**src/rtl/ira_pkg.sv**
```systemverilog
`default_nettype none
package ira_pkg;

	localparam int NUM_W = 6;
	localparam int ST_W  = 2;

	localparam logic [ST_W-1:0] ST_OK       = 2'd0;
	localparam logic [ST_W-1:0] ST_DROPPED  = 2'd1;
	localparam logic [ST_W-1:0] ST_REVERSED = 2'd2;

	typedef struct packed {
		logic load;
		logic init;
		logic scan;
		logic fetch;
		logic apply;
		logic out;
	} cmd_t;

	typedef struct packed {
		logic scan_done;
		logic sweep_done;
		logic out_last;
	} sts_t;

endpackage
`default_nettype wire

```
**src/rtl/ira_datapath.sv**
```systemverilog
`default_nettype none
module ira_datapath #(
	parameter int MAX_CUSTOMERS = 32,
	parameter int DAY_BITS      = 30
) (
	input  logic                        clk,
	input  logic                        arst_n,
	input  ira_pkg::cmd_t               cmd,
	output ira_pkg::sts_t               sts,
	input  logic [DAY_BITS-1:0]         arrival_day,
	input  logic [DAY_BITS-1:0]         departure_day,
	output logic                        valid,
	output logic [ira_pkg::NUM_W-1:0]   customer_number,
	output logic [ira_pkg::NUM_W-1:0]   room_number,
	output logic [ira_pkg::NUM_W-1:0]   rooms_needed,
	output logic                        last_result,
	output logic [ira_pkg::ST_W-1:0]    status
);
	import ira_pkg::*;

	localparam int IW = (MAX_CUSTOMERS > 1) ? $clog2(MAX_CUSTOMERS) : 1;
	localparam int CW = $clog2(MAX_CUSTOMERS + 1);
	localparam int EW = CW + 1;
	localparam int KW = DAY_BITS + 1 + IW;
	localparam logic [CW-1:0] MAX_C = CW'(MAX_CUSTOMERS);

	logic [DAY_BITS-1:0] arr_mem  [MAX_CUSTOMERS];
	logic [DAY_BITS-1:0] dep_mem  [MAX_CUSTOMERS];
	logic [NUM_W-1:0]    asg_mem  [MAX_CUSTOMERS];
	logic [NUM_W-1:0]    fifo_mem [MAX_CUSTOMERS];

	logic [CW-1:0]            load_cnt_q;
	logic [1:0]               flags_q;
	logic [EW-1:0]            scan_e_q;
	logic [EW-1:0]            e_s1;
	logic                     scan_vld_s1;
	logic [DAY_BITS-1:0]      arr_rd_q;
	logic [DAY_BITS-1:0]      dep_rd_q;
	logic [KW-1:0]            best_key_q;
	logic [KW-1:0]            prev_key_q;
	logic                     found_q;
	logic                     first_q;
	logic [EW-1:0]            sel_cnt_q;
	logic [CW-1:0]            head_q;
	logic [CW-1:0]            tail_q;
	logic [NUM_W-1:0]         room_total_q;
	logic [MAX_CUSTOMERS-1:0] has_room_q;
	logic [NUM_W-1:0]         asg_rd_q;
	logic [NUM_W-1:0]         fifo_rd_q;
	logic [CW-1:0]            out_k_q;
	logic                     out_vld_q;
	logic [NUM_W-1:0]         cust_q;
	logic                     last_q;
	logic [ST_W-1:0]          status_q;

	logic [EW-1:0]       ev_total;
	logic [DAY_BITS-1:0] cand_day;
	logic [KW-1:0]       cand_key;
	logic [IW-1:0]       best_c;
	logic                best_dep;
	logic [IW-1:0]       asg_addr;
	logic [NUM_W-1:0]    new_room;
	logic [ST_W-1:0]     cur_status;
	logic                out_last;
	logic                fifo_empty;

	// events: even index = arrival, odd = departure of customer index/2
	assign ev_total   = {load_cnt_q, 1'b0};
	assign cand_day   = e_s1[0] ? dep_rd_q : arr_rd_q;
	assign cand_key   = {cand_day, e_s1[0], e_s1[IW:1]};
	assign best_c     = best_key_q[IW-1:0];
	assign best_dep   = best_key_q[IW];
	assign asg_addr   = cmd.out ? out_k_q[IW-1:0] : best_c;
	assign fifo_empty = (head_q == tail_q);
	assign new_room   = fifo_empty ? NUM_W'(room_total_q + 1'b1) : fifo_rd_q;
	assign cur_status = flags_q[1] ? ST_REVERSED : (flags_q[0] ? ST_DROPPED : ST_OK);
	assign out_last   = (CW'(out_k_q + 1'b1) == load_cnt_q);

	assign sts.scan_done  = (scan_e_q == ev_total) && !scan_vld_s1;
	assign sts.sweep_done = (EW'(sel_cnt_q + 1'b1) == ev_total);
	assign sts.out_last   = out_last;

	always_ff @(posedge clk) begin
		if (cmd.load && (load_cnt_q < MAX_C)) begin
			arr_mem[load_cnt_q[IW-1:0]] <= arrival_day;
			dep_mem[load_cnt_q[IW-1:0]] <= departure_day;
		end
		if (cmd.scan && (scan_e_q != ev_total)) begin
			arr_rd_q <= arr_mem[scan_e_q[IW:1]];
			dep_rd_q <= dep_mem[scan_e_q[IW:1]];
		end
		if (cmd.apply && !best_dep) begin
			asg_mem[best_c] <= new_room;
		end
		if (cmd.fetch || cmd.out) begin
			asg_rd_q <= asg_mem[asg_addr];
		end
		if (cmd.apply && best_dep && has_room_q[best_c] && (tail_q < MAX_C)) begin
			fifo_mem[tail_q[IW-1:0]] <= asg_rd_q;
		end
		if (cmd.fetch) begin
			fifo_rd_q <= fifo_mem[head_q[IW-1:0]];
		end
	end

	always_ff @(posedge clk or negedge arst_n) begin
		if (!arst_n) begin
			load_cnt_q   <= '0;
			flags_q      <= '0;
			scan_e_q     <= '0;
			e_s1         <= '0;
			scan_vld_s1  <= 1'b0;
			best_key_q   <= '0;
			prev_key_q   <= '0;
			found_q      <= 1'b0;
			first_q      <= 1'b1;
			sel_cnt_q    <= '0;
			head_q       <= '0;
			tail_q       <= '0;
			room_total_q <= '0;
			has_room_q   <= '0;
			out_k_q      <= '0;
			out_vld_q    <= 1'b0;
			cust_q       <= '0;
			last_q       <= 1'b0;
			status_q     <= ST_OK;
		end else begin
			out_vld_q <= 1'b0;
			if (cmd.load) begin
				if (load_cnt_q < MAX_C) begin
					load_cnt_q <= CW'(load_cnt_q + 1'b1);
					if (departure_day < arrival_day) begin
						flags_q[1] <= 1'b1;
					end
				end else begin
					flags_q[0] <= 1'b1;
				end
			end
			if (cmd.init) begin
				scan_e_q     <= '0;
				scan_vld_s1  <= 1'b0;
				found_q      <= 1'b0;
				first_q      <= 1'b1;
				sel_cnt_q    <= '0;
				head_q       <= '0;
				tail_q       <= '0;
				room_total_q <= '0;
				has_room_q   <= '0;
				out_k_q      <= '0;
			end
			if (cmd.scan) begin
				if (scan_e_q != ev_total) begin
					e_s1        <= scan_e_q;
					scan_vld_s1 <= 1'b1;
					scan_e_q    <= EW'(scan_e_q + 1'b1);
				end else begin
					scan_vld_s1 <= 1'b0;
				end
				// smallest key strictly above the last one taken
				if (scan_vld_s1 && (first_q || (cand_key > prev_key_q)) &&
				    (!found_q || (cand_key < best_key_q))) begin
					best_key_q <= cand_key;
					found_q    <= 1'b1;
				end
			end
			if (cmd.fetch) begin
				prev_key_q <= best_key_q;
				first_q    <= 1'b0;
			end
			if (cmd.apply) begin
				sel_cnt_q   <= EW'(sel_cnt_q + 1'b1);
				scan_e_q    <= '0;
				scan_vld_s1 <= 1'b0;
				found_q     <= 1'b0;
				if (best_dep) begin
					// a customer with no room yet frees nothing
					if (has_room_q[best_c] && (tail_q < MAX_C)) begin
						tail_q <= CW'(tail_q + 1'b1);
					end
				end else begin
					has_room_q[best_c] <= 1'b1;
					if (fifo_empty) begin
						room_total_q <= NUM_W'(room_total_q + 1'b1);
					end else begin
						head_q <= CW'(head_q + 1'b1);
					end
				end
			end
			if (cmd.out) begin
				out_vld_q <= 1'b1;
				cust_q    <= NUM_W'(out_k_q + 1'b1);
				last_q    <= out_last;
				status_q  <= cur_status;
				if (out_last) begin
					load_cnt_q <= '0;
					flags_q    <= '0;
				end else begin
					out_k_q <= CW'(out_k_q + 1'b1);
				end
			end
		end
	end

	assign valid           = out_vld_q;
	assign customer_number = cust_q;
	assign room_number     = asg_rd_q;
	assign rooms_needed    = room_total_q;
	assign last_result     = last_q;
	assign status          = status_q;

	a_fifo_order: assert property (@(posedge clk) disable iff (!arst_n)
		head_q <= tail_q)
		else $error("free list head passed tail");

	a_sel_found: assert property (@(posedge clk) disable iff (!arst_n)
		cmd.fetch |-> found_q)
		else $error("scan ended without a next event");

	a_room_range: assert property (@(posedge clk) disable iff (!arst_n)
		out_vld_q |-> ((asg_rd_q != '0) && (asg_rd_q <= room_total_q)))
		else $error("room number outside opened rooms");

endmodule
`default_nettype wire

```
**src/rtl/ira_ctrl.sv**
```systemverilog
`default_nettype none
module ira_ctrl (
	input  logic          clk,
	input  logic          arst_n,
	input  logic          start,
	input  logic          last_customer,
	input  ira_pkg::sts_t sts,
	output ira_pkg::cmd_t cmd,
	output logic          busy
);
	import ira_pkg::*;

	typedef enum logic [2:0] {
		S_IDLE,
		S_INIT,
		S_SCAN,
		S_FETCH,
		S_APPLY,
		S_OUT
	} state_t;

	state_t state_q;
	logic   busy_q;

	always_ff @(posedge clk or negedge arst_n) begin
		if (!arst_n) begin
			state_q <= S_IDLE;
			busy_q  <= 1'b0;
		end else begin
			case (state_q)
				S_IDLE: begin
					if (start && last_customer) begin
						state_q <= S_INIT;
						busy_q  <= 1'b1;
					end
				end
				S_INIT: state_q <= S_SCAN;
				S_SCAN: begin
					if (sts.scan_done) begin
						state_q <= S_FETCH;
					end
				end
				S_FETCH: state_q <= S_APPLY;
				S_APPLY: begin
					state_q <= sts.sweep_done ? S_OUT : S_SCAN;
				end
				S_OUT: begin
					if (sts.out_last) begin
						state_q <= S_IDLE;
						busy_q  <= 1'b0;
					end
				end
				default: begin
					state_q <= S_IDLE;
					busy_q  <= 1'b0;
				end
			endcase
		end
	end

	always_comb begin
		cmd       = '0;
		cmd.load  = start && !busy_q;
		cmd.init  = (state_q == S_INIT);
		cmd.scan  = (state_q == S_SCAN);
		cmd.fetch = (state_q == S_FETCH);
		cmd.apply = (state_q == S_APPLY);
		cmd.out   = (state_q == S_OUT);
	end

	assign busy = busy_q;

endmodule
`default_nettype wire

```
**src/rtl/interval_room_allocator_top.sv**
```systemverilog
`default_nettype none
// Loads one interval per accepted start (busy stays low while loading); the
// transfer with last_customer set closes the set. The sweep then picks each
// of the 2n events in order by scanning all stored intervals through the
// single read port of the interval stores, after which n results follow on
// consecutive cycles, each marked by valid for one cycle. The receiver cannot
// stall: results must be taken when valid is high. busy falls as the last
// result is presented.
module interval_room_allocator_top #(
	parameter int MAX_CUSTOMERS = 32,
	parameter int DAY_BITS      = 30
) (
	input  logic                      clk,
	input  logic                      arst_n,
	input  logic                      start,
	output logic                      busy,
	input  logic [DAY_BITS-1:0]       arrival_day,
	input  logic [DAY_BITS-1:0]       departure_day,
	input  logic                      last_customer,
	output logic                      valid,
	output logic [ira_pkg::NUM_W-1:0] customer_number,
	output logic [ira_pkg::NUM_W-1:0] room_number,
	output logic [ira_pkg::NUM_W-1:0] rooms_needed,
	output logic                      last_result,
	output logic [ira_pkg::ST_W-1:0]  status
);
	import ira_pkg::*;

	cmd_t cmd;
	sts_t sts;

	ira_ctrl u_ctrl (
		.clk           (clk),
		.arst_n        (arst_n),
		.start         (start),
		.last_customer (last_customer),
		.sts           (sts),
		.cmd           (cmd),
		.busy          (busy)
	);

	ira_datapath #(
		.MAX_CUSTOMERS (MAX_CUSTOMERS),
		.DAY_BITS      (DAY_BITS)
	) u_dp (
		.clk             (clk),
		.arst_n          (arst_n),
		.cmd             (cmd),
		.sts             (sts),
		.arrival_day     (arrival_day),
		.departure_day   (departure_day),
		.valid           (valid),
		.customer_number (customer_number),
		.room_number     (room_number),
		.rooms_needed    (rooms_needed),
		.last_result     (last_result),
		.status          (status)
	);

endmodule
`default_nettype wire

```
**config.mk**
```make
export PLATFORM = sky130hd
export DESIGN_NAME = interval_room_allocator_top
export DESIGN_NICKNAME = d
export VERILOG_FILES = /design/src/rtl/ira_pkg.sv /design/src/rtl/ira_datapath.sv /design/src/rtl/ira_ctrl.sv /design/src/rtl/interval_room_allocator_top.sv
export SDC_FILE = /design/constraint.sdc
export NUM_CORES = 2
export LEC_CHECK = 0
export ABC_AREA = 0
export BUFFER_PORTS_ARGS = -buffer_cell sky130_fd_sc_hd__buf_4
export CAP_MARGIN = 20
export CORE_ASPECT_RATIO = 1.5
export CORE_MARGIN = 5
export CORE_UTILIZATION = 24
export DETAILED_ROUTE_END_ITERATION = 16
export GPL_TIMING_DRIVEN = 0
export PLACE_DENSITY_LB_ADDON = 0.05
export SLEW_MARGIN = 15
export SYNTH_ARGS = -nofsm -noshare
export SYNTH_HDL_FRONTEND = slang
export SYNTH_SLANG_ARGS = --single-unit
```
**constraint.sdc**
```tcl
create_clock -name clk -period 7.5 [get_ports clk]
set_input_delay 0 -clock clk [delete_from_list [all_inputs] [get_ports clk]]
set_output_delay 0 -clock clk [all_outputs]
set_load 0.05 [all_outputs]
```
After elaboration in Yosys (flattened, before gate mapping)
Memories as Yosys holds them, arrays and structs flattened. A register that Yosys moved wholly into a read port is not among the register bits.
Index checks and enable logic that the tools add are counted.
{ "classes": {"addsub": 7, "magnitude_cmp": 7, "n_eq_ne": 13, "muxes": 68, "bitwise": 2, "n_reduce_logical": 29} }
{ "op_table": {"columns": ["operator", "count"], "rows": [
  ["6-bit 2-to-1 mux", 20],
  ["32-bit 2-to-1 mux", 3],
  ["7-bit 2-to-1 mux", 6],
  ["36-bit greater-than comparator", 1],
  ["36-bit < comparator", 1],
  ["32-bit OR", 1],
  ["6-bit by 1-bit adder with 6-bit output, second input constant", 5],
  ["30-bit < comparator", 1],
  ["30-bit 2-to-1 mux", 1],
  ["1-bit 2-to-1 mux", 25],
  ["3-bit case mux with 6 select lines", 1],
  ["7-bit by 1-bit adder with 7-bit output, second input constant", 2],
  ["7-bit equality test", 2],
  ["1-bit logical AND", 13],
  ["6-bit equality test", 2],
  ["6-bit < comparator, second input constant", 2],
  ["3-bit 2-to-1 mux", 4],
  ["2-bit 2-to-1 mux", 4],
  ["7-bit != test", 1],
  ["3-bit by 2-bit equality test with 1-bit output, second input constant", 2],
  ["3-bit equality test, second input constant", 2],
  ["5-bit by 6-bit < comparator with 1-bit output, second input constant", 1],
  ["3-bit AND reduction", 2],
  ["1-bit binary-select mux with 5-bit select", 1],
  ["other kinds (15)", 23]
]} }
{ "word_totals": {"reg_bits": 173, "mem_bits_rw": 2304, "in_bits": 64, "out_inout_bits": 23, "word_cells": 151, "n_memories": 4} }
{ "mem_list": {"columns": ["name", "depth", "word_bits", "rd", "rd_ports_with_merged_regs", "wr", "line", "text"], "rows": [
  ["u_dp.arr_mem", 32, 30, 1, 1, 1, "ira_datapath.sv:27", "logic [DAY_BITS-1:0] arr_mem [MAX_CUSTOMERS];"],
  ["u_dp.dep_mem", 32, 30, 1, 1, 1, "ira_datapath.sv:28", "logic [DAY_BITS-1:0] dep_mem [MAX_CUSTOMERS];"],
  ["u_dp.asg_mem", 32, 6, 1, 1, 1, "ira_datapath.sv:29", "logic [NUM_W-1:0] asg_mem [MAX_CUSTOMERS];"],
  ["u_dp.fifo_mem", 32, 6, 1, 1, 1, "ira_datapath.sv:30", "logic [NUM_W-1:0] fifo_mem [MAX_CUSTOMERS];"]
]} }

Longest topological paths before layout
{ "logic_depth": {"ltp_word": 8, "ltp_mapped": 13, "ltp_nobuf": 9} }

By module
From an unflattened synthesis, not the netlist that was laid out.
{ "hier_totals": {"cells_unflattened": 4660, "area_unflattened_um2": 100468.9} }
{ "modules_own_cells": {"columns": ["mod", "instances", "cells_per_inst", "area_each_um2", "seq_area_each_um2"], "rows": [
  ["ira_datapath", 1, 4629, 100212.4, 75578.7],
  ["ira_ctrl", 1, 31, 256.5, 100.1]
]} }

Least setup slack after synthesis
No wires, ideal clock.
{ "synth_path": {"kind": "register to register", "from": "register u_ctrl.busy_q (netlist: u_ctrl.busy)", "to": "memory u_dp.arr_mem[31][0] (enable)", "setup_ps": 478, "t_arrival_ps": 3964, "t_required_ps": 7022, "path_slack_ps": 3057, "path_stages_with_launch": 6, "n_path_buf": 1, "period_less_slack_ps": 4443, "path_cell_list": "dfrtp_1 -> nor2b_1 -> and2_1 -> clkbuf_1 -> nand2_1 -> nor2_1"} }
{ "synth_between": {"elab_chain_len": 5} }
{ "synth_rtl": {"columns": ["item", "line", "text"], "rows": [
  ["from (decl)", "ira_ctrl.sv:23", "logic busy_q;"],
  ["from (signal assigned)", "ira_ctrl.sv:28", "busy_q <= 1'b0;"],
  ["from (signal assigned)", "ira_ctrl.sv:34", "busy_q <= 1'b1;"],
  ["from (signal assigned)", "ira_ctrl.sv:50", "busy_q <= 1'b0;"],
  ["1-bit zero test", "ira_ctrl.sv:63", "cmd.load = start && !busy_q;"],
  ["1-bit logical AND", "ira_ctrl.sv:63", null],
  ["1-bit logical AND", "ira_datapath.sv:84", "if (cmd.load && (load_cnt_q < MAX_C)) begin"],
  ["1-bit 2-to-1 mux", "ira_datapath.sv:84", null],
  ["1-bit 2-to-1 mux (implied by the code)", "ira_datapath.sv:85", "arr_mem[load_cnt_q[IW-1:0]] <= arrival_day;"],
  ["to (decl)", "ira_datapath.sv:27", null]
]} }
Every way passes these cells.

Final worst setup path
{ "layout_path": {"from": "register u_dp.e_s1[0]", "to": "register u_dp.best_key_q[10]"} }
{ "layout_between": {"elab_chain_len": 6, "elab_cells_between_ends": 8, "cone_classes": "order compare: 2; mux: 1; reduce/logical: 5"} }
{ "layout_rtl": {"columns": ["item", "line", "text"], "rows": [
  ["from (decl)", "ira_datapath.sv:35", "logic [EW-1:0] e_s1;"],
  ["from (signal assigned)", "ira_datapath.sv:153", "e_s1 <= scan_e_q;"],
  ["30-bit 2-to-1 mux (*)", "ira_datapath.sv:69", "assign cand_day = e_s1[0] ? dep_rd_q : arr_rd_q;"],
  ["via u_dp.cand_day[13]", "ira_datapath.sv:57", "logic [DAY_BITS-1:0] cand_day;"],
  ["36-bit greater-than comparator", "ira_datapath.sv:160", "if (scan_vld_s1 && (first_q || (cand_key > prev_key_q)) &&"],
  ["1-bit logical OR", "ira_datapath.sv:160", null],
  ["1-bit logical AND", "ira_datapath.sv:160", null],
  ["1-bit logical AND (*)", "ira_datapath.sv:160", null],
  ["2-bit AND reduction (no source line) (*)", null, null],
  ["to (signal assigned)", "ira_datapath.sv:162", "best_key_q <= cand_key;"],
  ["to (decl)", "ira_datapath.sv:39", "logic [KW-1:0] best_key_q;"]
]} }
Mark *: on every way through the listed nets, which the timed path passes. The rest lies on a longest branch.
A chain may end at the register's enable or synchronous reset.

==> impl_metrics.prom <==
# TYPE chip_impl_metric gauge
chip_impl_info{name="status",value="finished, final reports clean"} 1
chip_impl_info{name="cp_top_family",value="buffers and inverters"} 1
chip_impl_info{name="worst_path_max_delay_cell",value="sky130_fd_sc_hd__buf_1"} 1
chip_impl_metric{name="port_buffers",unit=""} 86
chip_impl_metric{name="drt_drc",unit=""} 0
chip_impl_metric{name="regArea",unit="um2"} 75700
chip_impl_metric{name="total_cts_buffers",unit=""} 283
chip_impl_metric{name="endpoint_arrival_time_on_the_critical_path",unit="ns"} 5.76
chip_impl_metric{name="period_minus_slack",unit="ns"} 4.96
chip_impl_info{name="worstReg2RegEnd",value="u_dp.best_key_q[10]"} 1
chip_impl_info{name="critical_path_cell_sequence",value="clkbuf_1 > buf_1 > mux2_2 > ha_1 > nand4_1 > nor2_1 > nand3_1 > a21oi_1 > o41ai_1 > a221o_1 > buf_4 > buf_6 > mux2_4"} 1
chip_impl_metric{name="tritoncts_num_sinks",unit=""} 2549
chip_impl_metric{name="comb_power_share",unit="%"} 21.4
chip_impl_metric{name="worst_r2r_path_depth",unit=""} 13
chip_impl_metric{name="ff2ff_setup_slack",unit="ns"} 2.54
chip_impl_metric{name="synth-edff-count",unit=""} 2376
chip_impl_metric{name="yosys.area_share.xor_xnor",unit="%"} 0.404
chip_impl_metric{name="largest_net_degree_at_the_start_of_global_routing",unit=""} 82
chip_impl_metric{name="postSynthAreaPerCell",unit="um2"} 21.3
chip_impl_metric{name="max_stage_delay",unit="ns"} 0.77
chip_impl_metric{name="post_synth_fa_ha_maj_area_fraction",unit="%"} 1.40
chip_impl_metric{name="yosys_register_bits",unit=""} 2549
chip_impl_metric{name="coreArea",unit="um2"} 418000
chip_impl_metric{name="nNetsFinal",unit=""} 5591
chip_impl_info{name="grt_setup_unrepaired",value="false"} 1
chip_impl_metric{name="net-switching-power",unit="uW"} 11400
chip_impl_metric{name="antenna_left",unit=""} 0
chip_impl_info{name="main_combinational_cell_family_by_area_after_synthesis",value="multiplexers"} 1
chip_impl_metric{name="cts-root-to-sink-buffers",unit=""} 4
chip_impl_metric{name="slew_headroom",unit="%"} 26.1
chip_impl_metric{name="routed_wl",unit="mm"} 351
chip_impl_metric{name="yosysWarnings",unit=""} 0
chip_impl_metric{name="max_freq",unit="MHz"} 202
chip_impl_metric{name="post_cts_resized",unit=""} 0
chip_impl_metric{name="holdBufCountCts",unit=""} 115
chip_impl_metric{name="power.switching_fraction",unit="%"} 29.2
chip_impl_metric{name="wl_per_cell",unit="um"} 31.3
chip_impl_metric{name="final_min_period_over_clock_period",unit="%"} 66.1
chip_impl_info{name="timing.rr.start",value="u_dp.e_s1[0]"} 1
chip_impl_metric{name="area_growth",unit="%"} 21.9
chip_impl_metric{name="fin_util",unit="%"} 29.3
chip_impl_metric{name="area_of_combinational_cells_with_multiple_inputs",unit="um2"} 23800
chip_impl_info{name="leading_cell_type_in_the_layout_fill_and_taps_excluded",value="sky130_fd_sc_hd__edfxtp_1"} 1
chip_impl_metric{name="clock_tree.htree_level_count",unit=""} 5
chip_impl_metric{name="number_of_hold_violations_in_the_final_report",unit=""} 0
chip_impl_metric{name="whs",unit="ns"} 0.0950
chip_impl_metric{name="die_boundary_height",unit="um"} 803
chip_impl_metric{name="detailedRoute.firstPassIterationCount",unit=""} 6
chip_impl_metric{name="setup_viol_count_final",unit=""} 0
chip_impl_metric{name="finish.cell_count_without_fillers",unit=""} 11200
chip_impl_metric{name="placer_congestion",unit=""} 0.738
chip_impl_metric{name="grt_first_pass_wirelength",unit="mm"} 475
chip_impl_metric{name="async_set_or_reset_flop_fraction_in_the_synthesized_netlist",unit="%"} 6.79
chip_impl_info{name="dominantRegCellSynth",value="sky130_fd_sc_hd__edfxtp_1"} 1
chip_impl_metric{name="fraction_of_layout_instances_using_a_drive_strength_above_1",unit="%"} 29.7
chip_impl_metric{name="timing.critical_path.buf_inv",unit=""} 4
chip_impl_metric{name="grt_pass1_vias",unit=""} 53000
chip_impl_metric{name="fp.dieArea",unit="um2"} 433000
chip_impl_metric{name="antenna_found_initial",unit=""} 46
chip_impl_metric{name="power_density",unit="nW/um2"} 317
chip_impl_info{name="hold_path.class",value="input pin to flop"} 1
chip_impl_metric{name="simple_logic_cell_fraction_of_the_synthesized_area",unit="%"} 2.61
chip_impl_metric{name="clk_slew_on_worst_s_h_paths",unit="ns"} 0.06
chip_impl_metric{name="synth_seq_area_share",unit="%"} 75.2
chip_impl_metric{name="synth.lib_cells_used.distinct",unit=""} 73
chip_impl_metric{name="detailedPlacementHpwl",unit="mm"} 247
chip_impl_metric{name="whs_path_depth",unit=""} 2
chip_impl_metric{name="worst-path-max-fanout",unit=""} 10
chip_impl_info{name="worstHoldEndpoint",value="u_dp.arr_mem[14][10]"} 1
chip_impl_metric{name="worst_clock_skew",unit="ns"} 0.0588
chip_impl_metric{name="seq_power_share",unit="%"} 43.0
chip_impl_info{name="final_cell_mix",value="sky130_fd_sc_hd__edfxtp_1, sky130_fd_sc_hd__mux4_2, sky130_fd_sc_hd__clkbuf_16"} 1
chip_impl_metric{name="compound_gate_portion_of_the_synthesized_area",unit="%"} 1.53
chip_impl_metric{name="placed_cells_incl_taps",unit=""} 10600
chip_impl_metric{name="leakagePower",unit="uW"} 0.0390
chip_impl_info{name="critPathKind",value="flop to flop"} 1
chip_impl_metric{name="vdd_drop_max",unit="mV"} 0.182
chip_impl_metric{name="die_w",unit="um"} 539
chip_impl_metric{name="netlist_area_pre_place",unit="um2"} 101000
chip_impl_metric{name="design_area",unit="um2"} 123000
chip_impl_metric{name="layout.filler_cells",unit=""} 41000
chip_impl_metric{name="floorplan.initialDensity",unit="%"} 24.1
chip_impl_metric{name="cts.repair_timing.setup_buffer_count",unit=""} 0
chip_impl_metric{name="dpl_cell_area",unit="um2"} 112000
chip_impl_metric{name="grt_overflow",unit=""} 0
chip_impl_info{name="critPathCaptureType",value="flop"} 1
chip_impl_metric{name="total_power",unit="uW"} 38900
chip_impl_metric{name="syn-instance-count",unit=""} 4733
chip_impl_metric{name="io_pins",unit=""} 87
chip_impl_info{name="master_cell_of_the_clock_root_buffer",value="sky130_fd_sc_hd__clkbuf_16"} 1
chip_impl_metric{name="worst_ep_required_time",unit="ns"} 8.30
chip_impl_info{name="cts_tree",value="yes"} 1
chip_impl_metric{name="cell_internal_pwr",unit="uW"} 27500
chip_impl_metric{name="report.final.slew_viol_count",unit=""} 0
chip_impl_metric{name="post_drt_via_cell_ratio",unit=""} 4.39
chip_impl_metric{name="num_vias",unit=""} 49200
chip_impl_metric{name="grt_usage",unit="%"} 15.9
chip_impl_metric{name="share_clk_of_total_power",unit="%"} 35.6
chip_impl_metric{name="core.rowCount",unit=""} 291
chip_impl_metric{name="drt_first_iter_violations",unit=""} 3649
chip_impl_info{name="critPathLaunchType",value="flop"} 1
chip_impl_metric{name="clock_insertion_delay_worst_skew",unit="ns"} 0.93
chip_impl_info{name="worst_hold_startpoint",value="arrival_day[10]"} 1
chip_impl_metric{name="syn_nets",unit=""} 4910
chip_impl_metric{name="max_cap_viol_count",unit=""} 0
chip_impl_metric{name="fraction_of_synthesized_area_in_multiplexers",unit="%"} 17.4
chip_impl_metric{name="worst-slew-pin-transition",unit="ns"} 1.10
state kept, by name, indices dropped and copies added (netlist names), 7 cells and up:
name             count
u_dp.prev_key_q     36
u_dp.best_key_q     36
u_dp.asg_mem       192
u_dp.fifo_mem      192
u_dp.sel_cnt_q       7
u_dp.dep_mem       960
u_dp.scan_e_q        7
u_dp.arr_mem       960
u_dp.has_room_q     32
u_dp.arr_rd_q       30
u_dp.dep_rd_q       30
metrics by stage:
step / TNS, ns / setup WS, ns
after global placement: -5552.39 / -3.64
after detailed placement: 0 / 2.65
after CTS: 0 / 2.63
final: 0 / 2.54
after global routing: 0 / 2.46
after floorplan: 0 / 3.06
layout make-up:
cell class | count | area share [%]
clock inverter | 158 | 1.31
clock buffer | 347 | 6.02
inverter | 115 | 0.358
buffer | 229 | 0.864
sequential | 2549 | 61.7
antenna | 10 | 0.0204
multi-input combinational | 1840 | 19.4
timing repair buffer | 396 | 4.68
tap | 5567 | 5.68
logic make-up after synthesis:
kind of cell / Yosys count
AOI/OAI and AO/OA: 245
muxes: 851
adders and majority gates: 113
DFF: 2549
buffers and inverters: 344
and+or+nand+nor: 591
xor gates and xnor gates: 40
synth_stat cells, types with 24 or more instances:
master | count | area (um2)
sky130_fd_sc_hd__edfxtp_1 | 2376 | 71300
sky130_fd_sc_hd__mux4_2 | 689 | 15500
sky130_fd_sc_hd__nand2_1 | 240 | 901
sky130_fd_sc_hd__dfrtp_1 | 172 | 4300
sky130_fd_sc_hd__nor2_1 | 159 | 597
sky130_fd_sc_hd__clkbuf_1 | 129 | 484
sky130_fd_sc_hd__inv_1 | 114 | 428
sky130_fd_sc_hd__ha_1 | 113 | 1410
sky130_fd_sc_hd__mux2_2 | 111 | 1250
sky130_fd_sc_hd__o21ai_0 | 88 | 440
sky130_fd_sc_hd__buf_2 | 66 | 330
sky130_fd_sc_hd__nand3_1 | 64 | 320
sky130_fd_sc_hd__a21oi_1 | 50 | 250
sky130_fd_sc_hd__a21o_1 | 46 | 345
sky130_fd_sc_hd__nand4_1 | 35 | 219
sky130_fd_sc_hd__mux2_4 | 29 | 435
sky130_fd_sc_hd__nor3_1 | 24 | 120
sky130_fd_sc_hd__xnor2_1 | 24 | 210
worst max path at each step:
stage,from,end,slack (ns),cells past startpoint
2_1_floorplan,u_ctrl.busy,u_dp.arr_mem[31][0],3.06,5
3_3_place_gp,u_ctrl.busy,u_dp.dep_mem[12][3],-3.64,5
3_5_place_dp,u_dp.e_s1[0],u_dp.best_key_q[23],2.65,13
4_1_cts,u_dp.e_s1[0],u_dp.best_key_q[25],2.63,13
5_1_grt,u_dp.e_s1[0],u_dp.best_key_q[31],2.46,13
6_report,u_dp.e_s1[0],u_dp.best_key_q[10],2.54,13
power groups by stage:
stage          registers (uW)  clock network (uW)  logic (uW)
5_1_grt                 16800               14900        9030
2_1_floorplan           17000                   0        4740
3_5_place_dp            17100                   0        8630
4_1_cts                 16800               14400        8720
6_report                16700               13900        8320
3_3_place_gp            17200                   0        8210
routing by layer:
layer,part of all wire [%],vias to the layer above,track usage (%)
met5,0,-,0
met4,2.4,0,3.69
met1,39,27000,18.7
li1,-,20900,-
met2,56,949,30.7
met3,3.0,350,1.84
Note: power is estimated with default switching activity, not from simulation.
